## config.mk

```make
export PLATFORM = sky130hd
export DESIGN_NAME = gpt_esp_locator
export DESIGN_NICKNAME = d
export VERILOG_FILES = /design/src/hdl/gel_pkg.sv /design/src/hdl/gpt_esp_locator.sv /design/src/hdl/gel_front.sv /design/src/hdl/gel_queue.sv /design/src/hdl/gel_back.sv
export VERILOG_INCLUDE_DIRS = /design/src /design/src/hdl
export SDC_FILE = /design/constraint.sdc
export NUM_CORES = 1
export LEC_CHECK = 0
export BUFFER_PORTS_ARGS = -buffer_cell sky130_fd_sc_hd__buf_4
export CELL_PAD_IN_SITES_DETAIL_PLACEMENT = 0
export CELL_PAD_IN_SITES_GLOBAL_PLACEMENT = 1
export CORE_UTILIZATION = 50
export CTS_CLUSTER_SIZE = 8
export DETAILED_ROUTE_END_ITERATION = 16
export PLACE_DENSITY_LB_ADDON = 0.1
export SYNTH_ARGS = -nofsm -noshare
export SYNTH_HDL_FRONTEND = slang
export SYNTH_HIERARCHICAL = 1
export SYNTH_SLANG_ARGS = --single-unit
```

## constraint.sdc

```tcl
create_clock -name aclk -period 6.7 [get_ports aclk]
set_input_delay 1.005 -clock aclk [delete_from_list [all_inputs] [get_ports aclk]]
set_output_delay 1.005 -clock aclk [all_outputs]
set_load 0.005 [all_outputs]
```

## src/hdl/assert_macros.svh

```systemverilog
// Assertion macros shared by the locator RTL.
// Stand-alone header; included by modules that carry concurrent checks.
`ifndef ASSERT_MACROS_SVH
`define ASSERT_MACROS_SVH

`ifndef NO_ASSERTIONS

// prop must hold at every clock edge outside reset
`define ASSERT_PROP(label, clk, rstn, prop) \
    label: assert property (@(posedge clk) disable iff (!(rstn)) (prop)) \
        else $error("%m: property violated");

// cond must never be true at a clock edge outside reset
`define ASSERT_NEVER(label, clk, rstn, cond) \
    label: assert property (@(posedge clk) disable iff (!(rstn)) !(cond)) \
        else $error("%m: forbidden condition seen");

`else

`define ASSERT_PROP(label, clk, rstn, prop)
`define ASSERT_NEVER(label, clk, rstn, cond)

`endif

`endif

```

## src/hdl/gel_pkg.sv

```systemverilog
// Shared types and constants for the GPT ESP locator.
// No dependencies; imported by every locator module.
`timescale 1ns / 1ps

package gel_pkg;

    localparam int MAX_ENTRIES = 128;

    // item queue between front and back
    localparam int QUEUE_DEPTH = 4;
    localparam int QUEUE_AW    = $clog2(QUEUE_DEPTH);
    localparam int QUEUE_CW    = $clog2(QUEUE_DEPTH + 1);

    localparam int POS_W = 9;   // byte index within header sector or entry
    localparam int IDX_W = 8;   // entry counter, wraps at 256

    localparam logic [POS_W-1:0] SECTOR_LAST   = 9'h1FF;
    localparam logic [POS_W-1:0] ENTRY_BYTES   = 9'h080;
    localparam logic [POS_W-1:0] ENTRY_LAST    = 9'h07F;
    localparam logic [POS_W-1:0] MAGIC_LEN     = 9'h008;
    localparam logic [POS_W-1:0] MAGIC_LAST    = 9'h007;
    localparam logic [POS_W-1:0] GUID_LEN      = 9'h010;
    localparam logic [POS_W-1:0] HDR_LBA_POS   = 9'h04F;
    localparam logic [POS_W-1:0] HDR_COUNT_POS = 9'h053;
    localparam logic [POS_W-1:0] HDR_SIZE_POS  = 9'h057;
    localparam logic [POS_W-1:0] ENT_LO_FIRST  = 9'h020;
    localparam logic [POS_W-1:0] ENT_LO_LAST   = 9'h027;
    localparam logic [POS_W-1:0] ENT_HI_FIRST  = 9'h028;
    localparam logic [POS_W-1:0] ENT_HI_LAST   = 9'h02B;
    localparam logic [POS_W-1:0] ENT_TOP_FIRST = 9'h02C;
    localparam logic [POS_W-1:0] ENT_TOP_LAST  = 9'h02F;

    localparam logic [63:0] TABLE_LBA       = 64'h0000_0000_0000_0002;
    localparam logic [31:0] ENTRY_SIZE_WORD = 32'h0000_0080;

    localparam logic [7:0] GPT_MAGIC [8] = '{
        8'h45, 8'h46, 8'h49, 8'h20, 8'h50, 8'h41, 8'h52, 8'h54
    };

    localparam logic [7:0] ESP_GUID [16] = '{
        8'h28, 8'h73, 8'h2a, 8'hc1, 8'h1f, 8'hf8, 8'hd2, 8'h11,
        8'hba, 8'h4b, 8'h00, 8'ha0, 8'hc9, 8'h3e, 8'hc9, 8'h3b
    };

    typedef enum logic [1:0] {
        KIND_START = 2'd0,
        KIND_BYTE  = 2'd1,
        KIND_READ  = 2'd2,
        KIND_NOP   = 2'd3
    } kind_t;

    typedef enum logic [1:0] {
        OP_START,
        OP_BYTE,
        OP_READ,
        OP_NOP
    } op_t;

    typedef enum logic [3:0] {
        PH_IDLE    = 4'b0001,
        PH_HEADER  = 4'b0010,
        PH_ENTRIES = 4'b0100,
        PH_DONE    = 4'b1000
    } phase_t;

    localparam logic [3:0] ST_BUSY       = 4'd0;
    localparam logic [3:0] ST_DONE_FOUND = 4'd1;
    localparam logic [3:0] ST_DONE_NONE  = 4'd2;
    localparam logic [3:0] ST_NOT_GPT    = 4'd3;
    localparam logic [3:0] ST_NOT_LBA2   = 4'd4;
    localparam logic [3:0] ST_TOO_MANY   = 4'd5;
    localparam logic [3:0] ST_BAD_SIZE   = 4'd6;
    localparam logic [3:0] ST_RANGE      = 4'd7;
    localparam logic [3:0] ST_INVALID    = 4'd8;
    localparam logic [3:0] ST_READ_OK    = 4'd9;
    localparam logic [3:0] ST_NO_PART    = 4'd10;
    localparam logic [3:0] ST_BEYOND     = 4'd11;

    typedef struct packed {
        op_t         op;
        logic [7:0]  image_byte;
        logic [31:0] sector_offset;
        logic [15:0] sector_count;
    } item_t;

endpackage

```

## src/hdl/gpt_esp_locator.sv

```systemverilog
// Top level of the GPT ESP locator: front decode, item queue, parser back end.
// Depends on gel_pkg, gel_front, gel_queue and gel_back.
//
// channel  dir  handshake          payload
// s_       in   s_tvalid/s_tready  s_tuser kind, s_tdata byte/offset/count
// m_       out  m_tvalid/m_tready  m_tuser status, m_tdata lba/count/start
//
// One item per cycle sustained while m_tready stays high; every item gives exactly one result.
// An item passes through the front register, a queue slot and the output register, in that order.
// The back end updates parser state for one item per cycle while its output register can take a result, in order.
// aresetn is synchronous; no clearing pass, the block is ready after reset.
// A stalled m_ side fills the output register, then the queue, then the front.
`timescale 1ns / 1ps

module gpt_esp_locator (
    input  logic        aclk,
    input  logic        aresetn,
    input  logic        s_tvalid,
    output logic        s_tready,
    input  logic [55:0] s_tdata,   // image_byte[7:0], sector_offset[39:8], sector_count[55:40]
    input  logic [1:0]  s_tuser,   // kind[1:0]
    output logic        m_tvalid,
    input  logic        m_tready,
    output logic [79:0] m_tdata,   // lba[31:0], read_count[47:32], partition_start[79:48]
    output logic [3:0]  m_tuser    // status[3:0]
);
    import gel_pkg::*;

    logic  f_valid;
    logic  f_ready;
    item_t f_item;
    logic  q_valid;
    logic  q_ready;
    item_t q_item;

    gel_front u_front (
        .aclk       (aclk),
        .aresetn    (aresetn),
        .s_tvalid   (s_tvalid),
        .s_tready   (s_tready),
        .s_tdata    (s_tdata),
        .s_tuser    (s_tuser),
        .item_valid (f_valid),
        .item_ready (f_ready),
        .item       (f_item)
    );

    gel_queue u_queue (
        .aclk      (aclk),
        .aresetn   (aresetn),
        .in_valid  (f_valid),
        .in_ready  (f_ready),
        .in_item   (f_item),
        .out_valid (q_valid),
        .out_ready (q_ready),
        .out_item  (q_item)
    );

    gel_back u_back (
        .aclk       (aclk),
        .aresetn    (aresetn),
        .item_valid (q_valid),
        .item_ready (q_ready),
        .item       (q_item),
        .m_tvalid   (m_tvalid),
        .m_tready   (m_tready),
        .m_tdata    (m_tdata),
        .m_tuser    (m_tuser)
    );

endmodule

```

## src/hdl/gel_front.sv

```systemverilog
// Front stage: takes input transfers, decodes the kind into an operation.
// Depends on gel_pkg.
`timescale 1ns / 1ps

module gel_front (
    input  logic          aclk,
    input  logic          aresetn,
    input  logic          s_tvalid,
    output logic          s_tready,
    input  logic [55:0]   s_tdata,   // image_byte[7:0], sector_offset[39:8], sector_count[55:40]
    input  logic [1:0]    s_tuser,   // kind[1:0]
    output logic          item_valid,
    input  logic          item_ready,
    output gel_pkg::item_t item
);
    import gel_pkg::*;

    logic  valid_reg;
    logic  valid_next;
    item_t item_reg;
    item_t item_next;
    op_t   op_dec;
    logic  take;

    always_comb begin
        unique case (kind_t'(s_tuser))
            KIND_START: op_dec = OP_START;
            KIND_BYTE:  op_dec = OP_BYTE;
            KIND_READ:  op_dec = OP_READ;
            default:    op_dec = OP_NOP;
        endcase
    end

    assign s_tready = !valid_reg || item_ready;
    assign take     = s_tvalid && s_tready;

    always_comb begin
        item_next = item_reg;
        if (take) begin
            item_next.op            = op_dec;
            item_next.image_byte    = s_tdata[7:0];
            item_next.sector_offset = s_tdata[39:8];
            item_next.sector_count  = s_tdata[55:40];
        end
        if (take) begin
            valid_next = 1'b1;
        end else if (item_ready) begin
            valid_next = 1'b0;
        end else begin
            valid_next = valid_reg;
        end
    end

    always_ff @(posedge aclk) begin
        if (!aresetn) begin
            valid_reg <= 1'b0;
        end else begin
            valid_reg <= valid_next;
        end
        item_reg <= item_next;
    end

    assign item_valid = valid_reg;
    assign item       = item_reg;

endmodule

```

## src/hdl/gel_queue.sv

```systemverilog
// Short FIFO of decoded items between the front and back stages.
// Depends on gel_pkg.
`timescale 1ns / 1ps

module gel_queue (
    input  logic           aclk,
    input  logic           aresetn,
    input  logic           in_valid,
    output logic           in_ready,
    input  gel_pkg::item_t in_item,
    output logic           out_valid,
    input  logic           out_ready,
    output gel_pkg::item_t out_item
);
    import gel_pkg::*;

    item_t                slot_reg [QUEUE_DEPTH];
    logic [QUEUE_AW-1:0]  wr_ptr_reg;
    logic [QUEUE_AW-1:0]  wr_ptr_next;
    logic [QUEUE_AW-1:0]  rd_ptr_reg;
    logic [QUEUE_AW-1:0]  rd_ptr_next;
    logic [QUEUE_CW-1:0]  count_reg;
    logic [QUEUE_CW-1:0]  count_next;
    logic                 push;
    logic                 pop;

    assign in_ready  = (count_reg != QUEUE_CW'(QUEUE_DEPTH));
    assign out_valid = (count_reg != '0);
    assign push      = in_valid && in_ready;
    assign pop       = out_valid && out_ready;
    assign out_item  = slot_reg[rd_ptr_reg];

    always_comb begin
        wr_ptr_next = wr_ptr_reg;
        rd_ptr_next = rd_ptr_reg;
        count_next  = count_reg;
        if (push) begin
            wr_ptr_next = (wr_ptr_reg == QUEUE_AW'(QUEUE_DEPTH - 1)) ? '0
                        : wr_ptr_reg + QUEUE_AW'(1);
        end
        if (pop) begin
            rd_ptr_next = (rd_ptr_reg == QUEUE_AW'(QUEUE_DEPTH - 1)) ? '0
                        : rd_ptr_reg + QUEUE_AW'(1);
        end
        if (push && !pop) begin
            count_next = count_reg + QUEUE_CW'(1);
        end else if (pop && !push) begin
            count_next = count_reg - QUEUE_CW'(1);
        end
    end

    always_ff @(posedge aclk) begin
        if (!aresetn) begin
            wr_ptr_reg <= '0;
            rd_ptr_reg <= '0;
            count_reg  <= '0;
        end else begin
            wr_ptr_reg <= wr_ptr_next;
            rd_ptr_reg <= rd_ptr_next;
            count_reg  <= count_next;
        end
        if (push) begin
            slot_reg[wr_ptr_reg] <= in_item;
        end
    end

endmodule

```

## src/hdl/gel_back.sv

```systemverilog
// Back stage: GPT header/entry parser, stored partition bounds, read checks
// and the result output register. Depends on gel_pkg and assert_macros.svh.
`timescale 1ns / 1ps
`include "assert_macros.svh"

module gel_back (
    input  logic           aclk,
    input  logic           aresetn,
    input  logic           item_valid,
    output logic           item_ready,
    input  gel_pkg::item_t item,
    output logic           m_tvalid,
    input  logic           m_tready,
    output logic [79:0]    m_tdata,  // lba[31:0], read_count[47:32], partition_start[79:48]
    output logic [3:0]     m_tuser   // status[3:0]
);
    import gel_pkg::*;

    phase_t            phase_reg, phase_next;
    logic [POS_W-1:0]  pos_reg, pos_next;
    logic [63:0]       shift_reg, shift_next;
    logic [IDX_W-1:0]  total_reg, total_next;
    logic [IDX_W-1:0]  idx_reg, idx_next;
    logic              tm_reg, tm_next;
    logic              sig_reg, sig_next;
    logic [31:0]       pstart_reg, pstart_next;
    logic [31:0]       pend_reg, pend_next;

    logic              ovalid_reg, ovalid_next;
    logic [3:0]        ostatus_reg;
    logic [31:0]       olba_reg;
    logic [15:0]       ocount_reg;
    logic [31:0]       opstart_reg;

    logic              pop;
    logic              fin;
    logic [3:0]        status;
    logic [31:0]       lba;
    logic [15:0]       rcount;
    logic [63:0]       sh_t;
    logic              sig_t;
    logic              tm_t;
    logic [IDX_W-1:0]  idx_t;
    logic [31:0]       sum;
    logic [3:0]        done_code;
    logic [7:0]        b;

    assign pop        = item_valid && (!ovalid_reg || m_tready);
    assign item_ready = !ovalid_reg || m_tready;
    assign b          = item.image_byte;
    assign sum        = pstart_reg + item.sector_offset;
    assign done_code  = (pstart_reg != '0) ? ST_DONE_FOUND : ST_DONE_NONE;

    always_comb begin
        phase_next  = phase_reg;
        pos_next    = pos_reg;
        shift_next  = shift_reg;
        total_next  = total_reg;
        idx_next    = idx_reg;
        tm_next     = tm_reg;
        sig_next    = sig_reg;
        pstart_next = pstart_reg;
        pend_next   = pend_reg;
        fin         = 1'b0;
        status      = ST_BUSY;
        lba         = '0;
        rcount      = '0;
        sh_t        = shift_reg;
        sig_t       = sig_reg;
        tm_t        = tm_reg;
        idx_t       = idx_reg;

        if (pop) begin
            unique case (item.op)
                OP_START: begin
                    phase_next = PH_HEADER;
                    pos_next   = '0;
                    shift_next = '0;
                    total_next = '0;
                    idx_next   = '0;
                    tm_next    = 1'b0;
                    sig_next   = 1'b1;
                end
                OP_BYTE: begin
                    if (phase_reg == PH_HEADER) begin
                        sh_t       = {b, shift_reg[63:8]};
                        shift_next = sh_t;
                        if (pos_reg < MAGIC_LEN) begin
                            sig_t    = sig_reg && (b == GPT_MAGIC[pos_reg[2:0]]);
                            sig_next = sig_t;
                            if (pos_reg == MAGIC_LAST && !sig_t) begin
                                fin    = 1'b1;
                                status = ST_NOT_GPT;
                            end
                        end
                        if (!fin && pos_reg == HDR_LBA_POS && sh_t != TABLE_LBA) begin
                            fin    = 1'b1;
                            status = ST_NOT_LBA2;
                        end
                        if (!fin && pos_reg == HDR_COUNT_POS) begin
                            if (sh_t[63:32] > 32'(MAX_ENTRIES)) begin
                                fin    = 1'b1;
                                status = ST_TOO_MANY;
                            end else begin
                                total_next = sh_t[32 +: IDX_W];
                            end
                        end
                        if (!fin && pos_reg == HDR_SIZE_POS
                                && sh_t[63:32] != ENTRY_SIZE_WORD) begin
                            fin    = 1'b1;
                            status = ST_BAD_SIZE;
                        end
                        if (!fin) begin
                            if (pos_reg == SECTOR_LAST) begin
                                if (total_reg == '0) begin
                                    fin    = 1'b1;
                                    status = done_code;
                                end else begin
                                    phase_next = PH_ENTRIES;
                                    pos_next   = '0;
                                    idx_next   = '0;
                                end
                            end else begin
                                pos_next = pos_reg + POS_W'(1);
                            end
                        end
                    end else if (phase_reg == PH_ENTRIES) begin
                        if (pos_reg < GUID_LEN) begin
                            tm_t    = ((pos_reg == '0) || tm_reg)
                                      && (b == ESP_GUID[pos_reg[3:0]]);
                            tm_next = tm_t;
                        end
                        // starting LBA: 8 bytes, upper half must be zero for a match
                        if (pos_reg >= ENT_LO_FIRST && pos_reg <= ENT_LO_LAST) begin
                            sh_t = {b, shift_reg[63:8]};
                            if (pos_reg == ENT_LO_LAST) begin
                                if (tm_t && sh_t[63:32] != '0) begin
                                    fin    = 1'b1;
                                    status = ST_RANGE;
                                end else begin
                                    sh_t[63:32] = '0;
                                end
                            end
                        end
                        // ending LBA low word lands in the upper half, byte by byte
                        if (pos_reg >= ENT_HI_FIRST && pos_reg <= ENT_HI_LAST) begin
                            sh_t = sh_t | ({56'd0, b} << {1'b1, pos_reg[1:0], 3'b000});
                        end
                        shift_next = sh_t;
                        if (!fin && pos_reg >= ENT_TOP_FIRST && pos_reg <= ENT_TOP_LAST
                                && tm_t && b != '0) begin
                            fin    = 1'b1;
                            status = ST_RANGE;
                        end
                        if (!fin && pos_reg == ENT_TOP_LAST && tm_t) begin
                            pstart_next = sh_t[31:0];
                            pend_next   = sh_t[63:32];
                            if (sh_t[63:32] < sh_t[31:0]) begin
                                fin    = 1'b1;
                                status = ST_INVALID;
                            end
                        end
                        if (!fin) begin
                            if (pos_reg == ENTRY_LAST) begin
                                pos_next = '0;
                                idx_t    = idx_reg + IDX_W'(1);
                                idx_next = idx_t;
                                if (idx_t >= total_reg) begin
                                    fin    = 1'b1;
                                    status = done_code;
                                end
                            end else begin
                                pos_next = pos_reg + POS_W'(1);
                            end
                        end
                    end
                end
                OP_READ: begin
                    if (pstart_reg == '0) begin
                        status = ST_NO_PART;
                    end else if (sum > pend_reg) begin
                        status = ST_BEYOND;
                        lba    = sum;
                    end else begin
                        status = ST_READ_OK;
                        lba    = sum;
                        rcount = item.sector_count;
                    end
                end
                default: ;
            endcase
            if (fin) begin
                phase_next = PH_DONE;
            end
        end
    end

    always_comb begin
        if (pop) begin
            ovalid_next = 1'b1;
        end else if (m_tready) begin
            ovalid_next = 1'b0;
        end else begin
            ovalid_next = ovalid_reg;
        end
    end

    always_ff @(posedge aclk) begin
        if (!aresetn) begin
            phase_reg  <= PH_IDLE;
            pos_reg    <= '0;
            shift_reg  <= '0;
            total_reg  <= '0;
            idx_reg    <= '0;
            tm_reg     <= 1'b0;
            sig_reg    <= 1'b1;
            pstart_reg <= '0;
            pend_reg   <= '0;
            ovalid_reg <= 1'b0;
        end else begin
            phase_reg  <= phase_next;
            pos_reg    <= pos_next;
            shift_reg  <= shift_next;
            total_reg  <= total_next;
            idx_reg    <= idx_next;
            tm_reg     <= tm_next;
            sig_reg    <= sig_next;
            pstart_reg <= pstart_next;
            pend_reg   <= pend_next;
            ovalid_reg <= ovalid_next;
        end
        if (pop) begin
            ostatus_reg <= status;
            olba_reg    <= lba;
            ocount_reg  <= rcount;
            opstart_reg <= pstart_next;
        end
    end

    assign m_tvalid = ovalid_reg;
    assign m_tuser  = ostatus_reg;
    assign m_tdata  = {opstart_reg, ocount_reg, olba_reg};

    `ASSERT_PROP(a_entries_have_count, aclk, aresetn,
        (phase_reg == PH_ENTRIES) |->
            ((total_reg != '0) && (total_reg <= IDX_W'(MAX_ENTRIES))))
    `ASSERT_PROP(a_entry_pos_in_range, aclk, aresetn,
        (phase_reg == PH_ENTRIES) |-> (pos_reg < ENTRY_BYTES))
    `ASSERT_PROP(a_out_drains, aclk, aresetn,
        (ovalid_reg && m_tready && !pop) |=> !ovalid_reg)
    `ASSERT_NEVER(a_lba_only_on_reads, aclk, aresetn,
        ovalid_reg && (olba_reg != '0) && (ostatus_reg != ST_READ_OK)
            && (ostatus_reg != ST_BEYOND))
    `ASSERT_NEVER(a_count_only_on_ok, aclk, aresetn,
        ovalid_reg && (ocount_reg != '0) && (ostatus_reg != ST_READ_OK))

endmodule

```

# --- Word-level counts from Yosys, hierarchy flattened ---
# Memories as Yosys holds them, arrays and structs flattened. A register that Yosys moved wholly into a read port is not among the register bits.
# Cells that the tools add are included.
# Widths: inputs -> output; s select.
word_totals:
  reg_bits: 310
  out_inout_bits: 86
  n_memories: 3
  mem_bits_rw: 232
  inputBits: 62
  romBits: 192
op_classes:
  shifts: 1
  addsub: 7
  bitwise: 5
  eq_ne: 38
  order_cmp: 14
  n_mux: 142
  reduce_logical: 59
memory_table:
  columns: ["memory", "depth", "word_bits", "rd", "rd_ports_with_merged_regs", "write_ports", "line_no", "rtl"]
  rows:
  - ["u_queue.slot_reg", 4, 58, 1, 1, 1, "gel_queue.sv:17", "item_t slot_reg [QUEUE_DEPTH];"]
  - ["(name not given)", 16, 8, 1, 0, 0, "gel_back.sv:130", "&& (b == ESP_GUID[pos_reg[3:0]]);"]
  - ["(name not given)", 8, 8, 1, 0, 0, "gel_back.sv:89", "sig_t = sig_reg && (b == GPT_MAGIC[pos_reg[2:0]]);"]
ops:
  columns: ["op", "count"]
  rows:
  - ["$mux 64", 12]
  - ["$mux 32", 7]
  - ["$pmux 64 s2", 1]
  - ["$mux 8", 14]
  - ["$mux 4", 24]
  - ["$ne 64x2->1 const B", 1]
  - ["$or 64x64->64", 1]
  - ["$reduce_bool 32->1", 2]
  - ["$shl 8x6->64", 1]
  - ["$mux 9", 7]
  - ["$mux 1", 59]
  - ["$eq 9x7->1 const B", 4]
  - ["$add 32x32->32", 1]
  - ["$gt 32x32->1", 1]
  - ["$gt 32x8->1 const B", 1]
  - ["$logic_not 32->1", 1]
  - ["$lt 32x32->1", 1]
  - ["$ne 32x8->1 const B", 1]
  - ["$pmux 8 s2", 2]
  - ["$ge 9x6->1 const B", 3]
  - ["$le 9x6->1 const B", 3]
  - ["$logic_and 1x1->1", 22]
  - ["$eq 9x6->1 const B", 2]
  - ["$ne 3x3->1 const B", 6]
  - ["46 further kinds", 89]

# --- Logic depth before layout (Yosys ltp) ---
depth:
  depth_word: 44
  mapped_depth: 25
  depth_no_buf: 21

# --- Modules after synthesis ---
# The synthesis kept the hierarchy.
modules_own_cells:
  columns: ["mod", "instances", "seq_area_each_um2", "cells_each", "area_each_um2"]
  rows:
  - ["gel_back", 1, 5725.5, 1667, 14752.9]
  - ["gel_queue", 1, 7146.9, 354, 8852.2]
  - ["gel_front", 1, 1761.7, 65, 1806.7]

# --- Least setup slack after synthesis ---
# OpenSTA, ideal clock, no wires.
synth_path:
  path_type: "register to register"
  startpoint: "register with a tool-made name"
  endpoint: "register u_back.pos_reg[2]"
  n_path_buf: 5
  path_slack_ns: 1.337
  arrival_ns: 5.277
  setup_ns: 0.086
  path_stages_with_launch: 23
  synth_period_minus_slack_ns: 5.363
  t_required_ns: 6.614
  cell_sequence: "dfxtp_1 -> clkbuf_2 -> buf_4 -> mux4_2 -> clkbuf_1 -> nor4_1 -> nand4b_1 -> nor2_1 -> o21ba_2 -> nor2_1 -> clkbuf_1 -> a222oi_1 -> inv_1 -> ha_1 -> a211o_1 -> or3_1 -> a2111oi_0 -> a21oi_1 -> a221oi_1 -> a21bo_2 -> buf_2 -> o21ai_1 -> a211oi_1"
synth_lines:
  columns: ["item", "line_no", "rtl"]
  rows:
  - ["end signal, assigned", "gel_back.sv:222", "pos_reg <= pos_next;"]
  - ["end, declared", "gel_back.sv:20", "logic [POS_W-1:0] pos_reg, pos_next;"]

==> impl_metrics.json <==
{
  "grt_first_pass_wirelength_um": 103000,
  "netlist_instances": 2086,
  "grt_use_total_pct": 26.6,
  "yosys.area.top_type_share_pct": 44.2,
  "setup_viol": 0,
  "powerDensity_nw_per_um2": 357,
  "number_of_antenna_violations_at_the_first_check_in_global_routing": 0,
  "number_of_cells_after_detailed_placement": 2859,
  "synthesis.yosys.warnings": 6,
  "multi_input_area_um2": 9970,
  "fp.coreArea_um2": 50200,
  "final_core_util_pct": 59.4,
  "fin_cells": 3000,
  "dr_wl_cell_um": 22.6,
  "period_needed_ps": 6280,
  "hp-class": "flop to flop",
  "type_of_destination_of_the_critical_path": "flop",
  "cp.required_ps": 7210,
  "ff2ff_path_depth": 19,
  "h-tree-depth": 3,
  "postLayoutSetupSlackWorst_ps": 419,
  "nFillCells": 4093,
  "largest_register_ffs": 232,
  "cts_tree": "yes",
  "dominant_register_cell_in_the_synthesized_netlist": "sky130_fd_sc_hd__edfxtp_1",
  "clk_pin_slew_ps": 50,
  "numPortBuffers": 147,
  "pre_cts_slack_ps": 613,
  "die-width_um": 227,
  "number_of_gates_given_a_new_drive_strength_after_cts": 0,
  "list_of_cells_traversed_by_the_critical_path": "mux4_2 -> nor4_1 -> nand4b_1 -> nor2_1 -> o21ba_2 -> nor2_1 -> a222oi_1 -> inv_1 -> ha_1 -> a211o_1 -> or3_1 -> a2111oi_0 -> buf_4 -> a21oi_1 -> a221oi_1 -> a21bo_2 -> buf_4 -> o21ai_1 -> a211oi_1",
  "via_count": 17700,
  "synth_area_leaders": "sky130_fd_sc_hd__edfxtp_1 (44%), sky130_fd_sc_hd__dfxtp_1 (13%), sky130_fd_sc_hd__ha_1 (5.9%), sky130_fd_sc_hd__mux4_2 (5.4%), sky130_fd_sc_hd__nor2_1 (2.8%)",
  "drt_iter0_markers": 1657,
  "tritoncts.num_buffers": 78,
  "cp-endpoint": "u_back/pos_reg[2]",
  "ys_seq_area_share_pct": 57.6,
  "cp.arrival_ps": 6800,
  "reg2reg_to": "u_back/pos_reg[2]",
  "cts_hold_buffers": 0,
  "critical_path.top_delay_family": "compound AO/OA/AOI/OAI gates",
  "synthDominantAreaCellType": "sky130_fd_sc_hd__edfxtp_1",
  "max_cap_violations": 0,
  "yosysUniqueCellTypes": 87,
  "category_of_the_most_critical_setup_path": "flop to flop",
  "design_power_total_uw": 10600,
  "fin_tns_setup_ps": 0,
  "grt.overflow.total": 0,
  "route.antenna.remaining_nets": 0,
  "status": "finished clean",
  "post_synth.cell_area_avg_um2": 12.2,
  "synth-seq-cells": 544,
  "crit_path_max_fo": 20,
  "grt_start_max_net_pins": 122,
  "dp_hpwl_um": 46100,
  "synth-async-reset-ratio_pct": 0,
  "clock.fmax_mhz": 159,
  "total_leakage_power_uw": 0.0112,
  "reg2reg_setup_slack_ps": 420,
  "vias_per_cell": 5.91,
  "worst_slew_pin_slew_ps": 1090,
  "clk_root_buffer_cell": "sky130_fd_sc_hd__clkbuf_16",
  "seq_area_um2": 14600,
  "worst_clock_skew_ps": 18.1,
  "drc": 0,
  "area_growth_syn_to_layout_pct": 17.2,
  "startpoint_type": "flop",
  "cts.repair_timing.setup_buffer_count": 0,
  "cp_num_buf_inv": 3,
  "clock-sinks": 544,
  "max-slew-margin-rel_pct": 27.2,
  "cp.depth": 19,
  "effective_utilization_at_floorplan_pct": 50.7,
  "cts-root-to-sink-buffers": 3,
  "layout_worst_path_cycle_share_pct": 93.8,
  "rows": 82,
  "final_nets": 2450,
  "firstDrtPassIters": 9,
  "syn_area_um2": 25400,
  "synthesis.nets": 2269,
  "rsz_0062_raised_after_global_routing": "false",
  "first_global_vias": 17200,
  "detail_route.wirelength_um": 67800,
  "timing.final.hold_violations": 0,
  "maxSlewViolCount": 0,
  "die_area_um2": 51700,
  "post_route_cells_drive_above_1_share_pct": 17.5,
  "crit_path_top_delay_cell": "sky130_fd_sc_hd__nor4_1",
  "vdd_drop_max_v": 0.000327,
  "gpl.final_weighted_congestion": 0.900,
  "fp.dieH_um": 227,
  "num_io_pins": 148,
  "cpPeakStageDelay_ps": 710,
  "edff_count_synth": 374,
  "insertion_delay_to_the_later_sink_of_the_worst_skew_pair_ps": 620
}
report_power, final:
part | switching, µW | internal (µW)
Sequential | 215 | 4090
Combinational | 1540 | 1120
Clock | 1440 | 2230
Total | 3200 | 7440
stage by stage:
step / area [µm²] / hold slack, ps
after detailed placement: 27500 / 469
after global placement: 27500 / 461
after floorplan: 25400 / 445
after CTS: 29800 / 477
after global routing: 29800 / 490
final: 29800 / 474
metal layers:
| metal | global-route usage (%) | vias to the layer above | share of wire [%] |
|---|---|---|---|
| met5 | 0 | - | 0 |
| met4 | 7.75 | 0 | 2.3 |
| li1 | - | 8332 | - |
| met1 | 38.2 | 8731 | 45 |
| met2 | 41.8 | 578 | 46 |
| met3 | 4.04 | 93 | 6.0 |
worst reg2reg max path, cell delays in order (launching register included):
cell and delay, ps:
sky130_fd_sc_hd__dfxtp_4 500, sky130_fd_sc_hd__mux4_2 590, sky130_fd_sc_hd__nor4_1 710, sky130_fd_sc_hd__nand4b_1 220, sky130_fd_sc_hd__nor2_1 180, sky130_fd_sc_hd__o21ba_2 160, sky130_fd_sc_hd__nor2_1 200, sky130_fd_sc_hd__a222oi_1 530
sky130_fd_sc_hd__inv_1 100, sky130_fd_sc_hd__ha_1 350, sky130_fd_sc_hd__a211o_1 320, sky130_fd_sc_hd__or3_1 370, sky130_fd_sc_hd__a2111oi_0 300, sky130_fd_sc_hd__buf_4 180, sky130_fd_sc_hd__a21oi_1 60, sky130_fd_sc_hd__a221oi_1 280
sky130_fd_sc_hd__a21bo_2 450, sky130_fd_sc_hd__buf_4 250, sky130_fd_sc_hd__o21ai_1 190, sky130_fd_sc_hd__a211oi_1 270
worst min path at each step:
stage / endpoint / depth (start not counted) / start / slack (ps)
global placement: u_back/total_reg[3] / 2 / u_back/total_reg[3] / 460
finish: u_back/total_reg[5] / 2 / u_back/total_reg[5] / 470
CTS: u_back/total_reg[3] / 2 / u_back/total_reg[3] / 480
detailed placement: u_back/total_reg[3] / 2 / u_back/total_reg[3] / 470
floorplan: u_back/total_reg[3] / 2 / u_back/total_reg[3] / 440
global route: u_back/total_reg[3] / 2 / u_back/total_reg[3] / 490
cell usage in the layout (no fill, tap or decap), types with 12 or more instances in the layout:
master	instances
sky130_fd_sc_hd__dfxtp_1	168
sky130_fd_sc_hd__buf_4	219
sky130_fd_sc_hd__a211oi_1	64
sky130_fd_sc_hd__nand3_1	26
sky130_fd_sc_hd__mux4_2	61
sky130_fd_sc_hd__clkbuf_1	53
sky130_fd_sc_hd__or3_1	13
sky130_fd_sc_hd__nand2_1	119
sky130_fd_sc_hd__a222oi_1	15
sky130_fd_sc_hd__inv_1	85
sky130_fd_sc_hd__and2_1	52
sky130_fd_sc_hd__o21ai_0	90
sky130_fd_sc_hd__xnor2_1	26
sky130_fd_sc_hd__nand4_1	33
sky130_fd_sc_hd__nor2_1	186
sky130_fd_sc_hd__nor4_1	29
sky130_fd_sc_hd__xor2_1	19
sky130_fd_sc_hd__nor3_1	14
sky130_fd_sc_hd__nor2b_1	17
sky130_fd_sc_hd__clkbuf_16	80
sky130_fd_sc_hd__edfxtp_1	374
sky130_fd_sc_hd__a21oi_1	121
sky130_fd_sc_hd__mux2i_1	48
sky130_fd_sc_hd__o21bai_1	12
sky130_fd_sc_hd__a21o_1	32
sky130_fd_sc_hd__ha_1	119
sky130_fd_sc_hd__a22oi_1	64
sky130_fd_sc_hd__a22o_1	16
cell families (layout without fill, tap and decap cells):
kind of cell               count (synthesis)  count (layout)  synth area share [%]
AOI/OAI and AO/OA                        507             507                  13.4
DFF                                      544             544                  57.6
adders and majority gates                121             121                  6.02
and+or+nand+nor                          549             549                  10.7
muxes                                    110             110                  7.34
xor gates and xnor gates                  45              45                  1.55
other                                      0               1                     0
buffers and inverters                    210             451                  3.38
synth_stat cells, types with 5 or more instances:
| cell | instances |
|---|---|
| sky130_fd_sc_hd__ha_1 | 119 |
| sky130_fd_sc_hd__buf_2 | 16 |
| sky130_fd_sc_hd__a21oi_1 | 121 |
| sky130_fd_sc_hd__mux4_2 | 61 |
| sky130_fd_sc_hd__or4b_1 | 6 |
| sky130_fd_sc_hd__o211ai_1 | 5 |
| sky130_fd_sc_hd__buf_6 | 5 |
| sky130_fd_sc_hd__dfxtp_1 | 170 |
| sky130_fd_sc_hd__mux2i_1 | 48 |
| sky130_fd_sc_hd__clkbuf_1 | 83 |
| sky130_fd_sc_hd__a21o_1 | 32 |
| sky130_fd_sc_hd__o31ai_1 | 11 |
| sky130_fd_sc_hd__nand2b_1 | 6 |
| sky130_fd_sc_hd__inv_1 | 86 |
| sky130_fd_sc_hd__a31oi_1 | 9 |
| sky130_fd_sc_hd__o21a_1 | 9 |
| sky130_fd_sc_hd__nor3_1 | 15 |
| sky130_fd_sc_hd__xnor2_1 | 26 |
| sky130_fd_sc_hd__nor4b_1 | 5 |
| sky130_fd_sc_hd__a211oi_1 | 64 |
| sky130_fd_sc_hd__buf_1 | 13 |
| sky130_fd_sc_hd__o21ai_1 | 9 |
| sky130_fd_sc_hd__nand4_1 | 33 |
| sky130_fd_sc_hd__nand2_1 | 119 |
| sky130_fd_sc_hd__xor2_1 | 19 |
| sky130_fd_sc_hd__a222oi_1 | 15 |
| sky130_fd_sc_hd__a211o_1 | 8 |
| sky130_fd_sc_hd__nor2_1 | 187 |
| sky130_fd_sc_hd__and2_1 | 52 |
| sky130_fd_sc_hd__o21bai_1 | 12 |
| sky130_fd_sc_hd__a22o_1 | 16 |
| sky130_fd_sc_hd__nor4_1 | 29 |
| sky130_fd_sc_hd__or2_2 | 6 |
| sky130_fd_sc_hd__nand3_1 | 26 |
| sky130_fd_sc_hd__o21ai_0 | 91 |
| sky130_fd_sc_hd__edfxtp_1 | 374 |
| sky130_fd_sc_hd__nor2b_1 | 17 |
| sky130_fd_sc_hd__or3_1 | 13 |
| sky130_fd_sc_hd__or4_1 | 6 |
| sky130_fd_sc_hd__a22oi_1 | 64 |
| sky130_fd_sc_hd__and3_1 | 5 |
layout make-up:
type	count	share of cell area, %
sequential	544	49.1
multi-input combinational	1332	33.5
antenna	1	0.00840
timing repair buffer	222	5.72
tap	672	2.82
clock inverter	7	0.315
clock buffer	133	7.39
inverter	89	1.14
No activity file was read; power rests on OpenSTA's default activity.
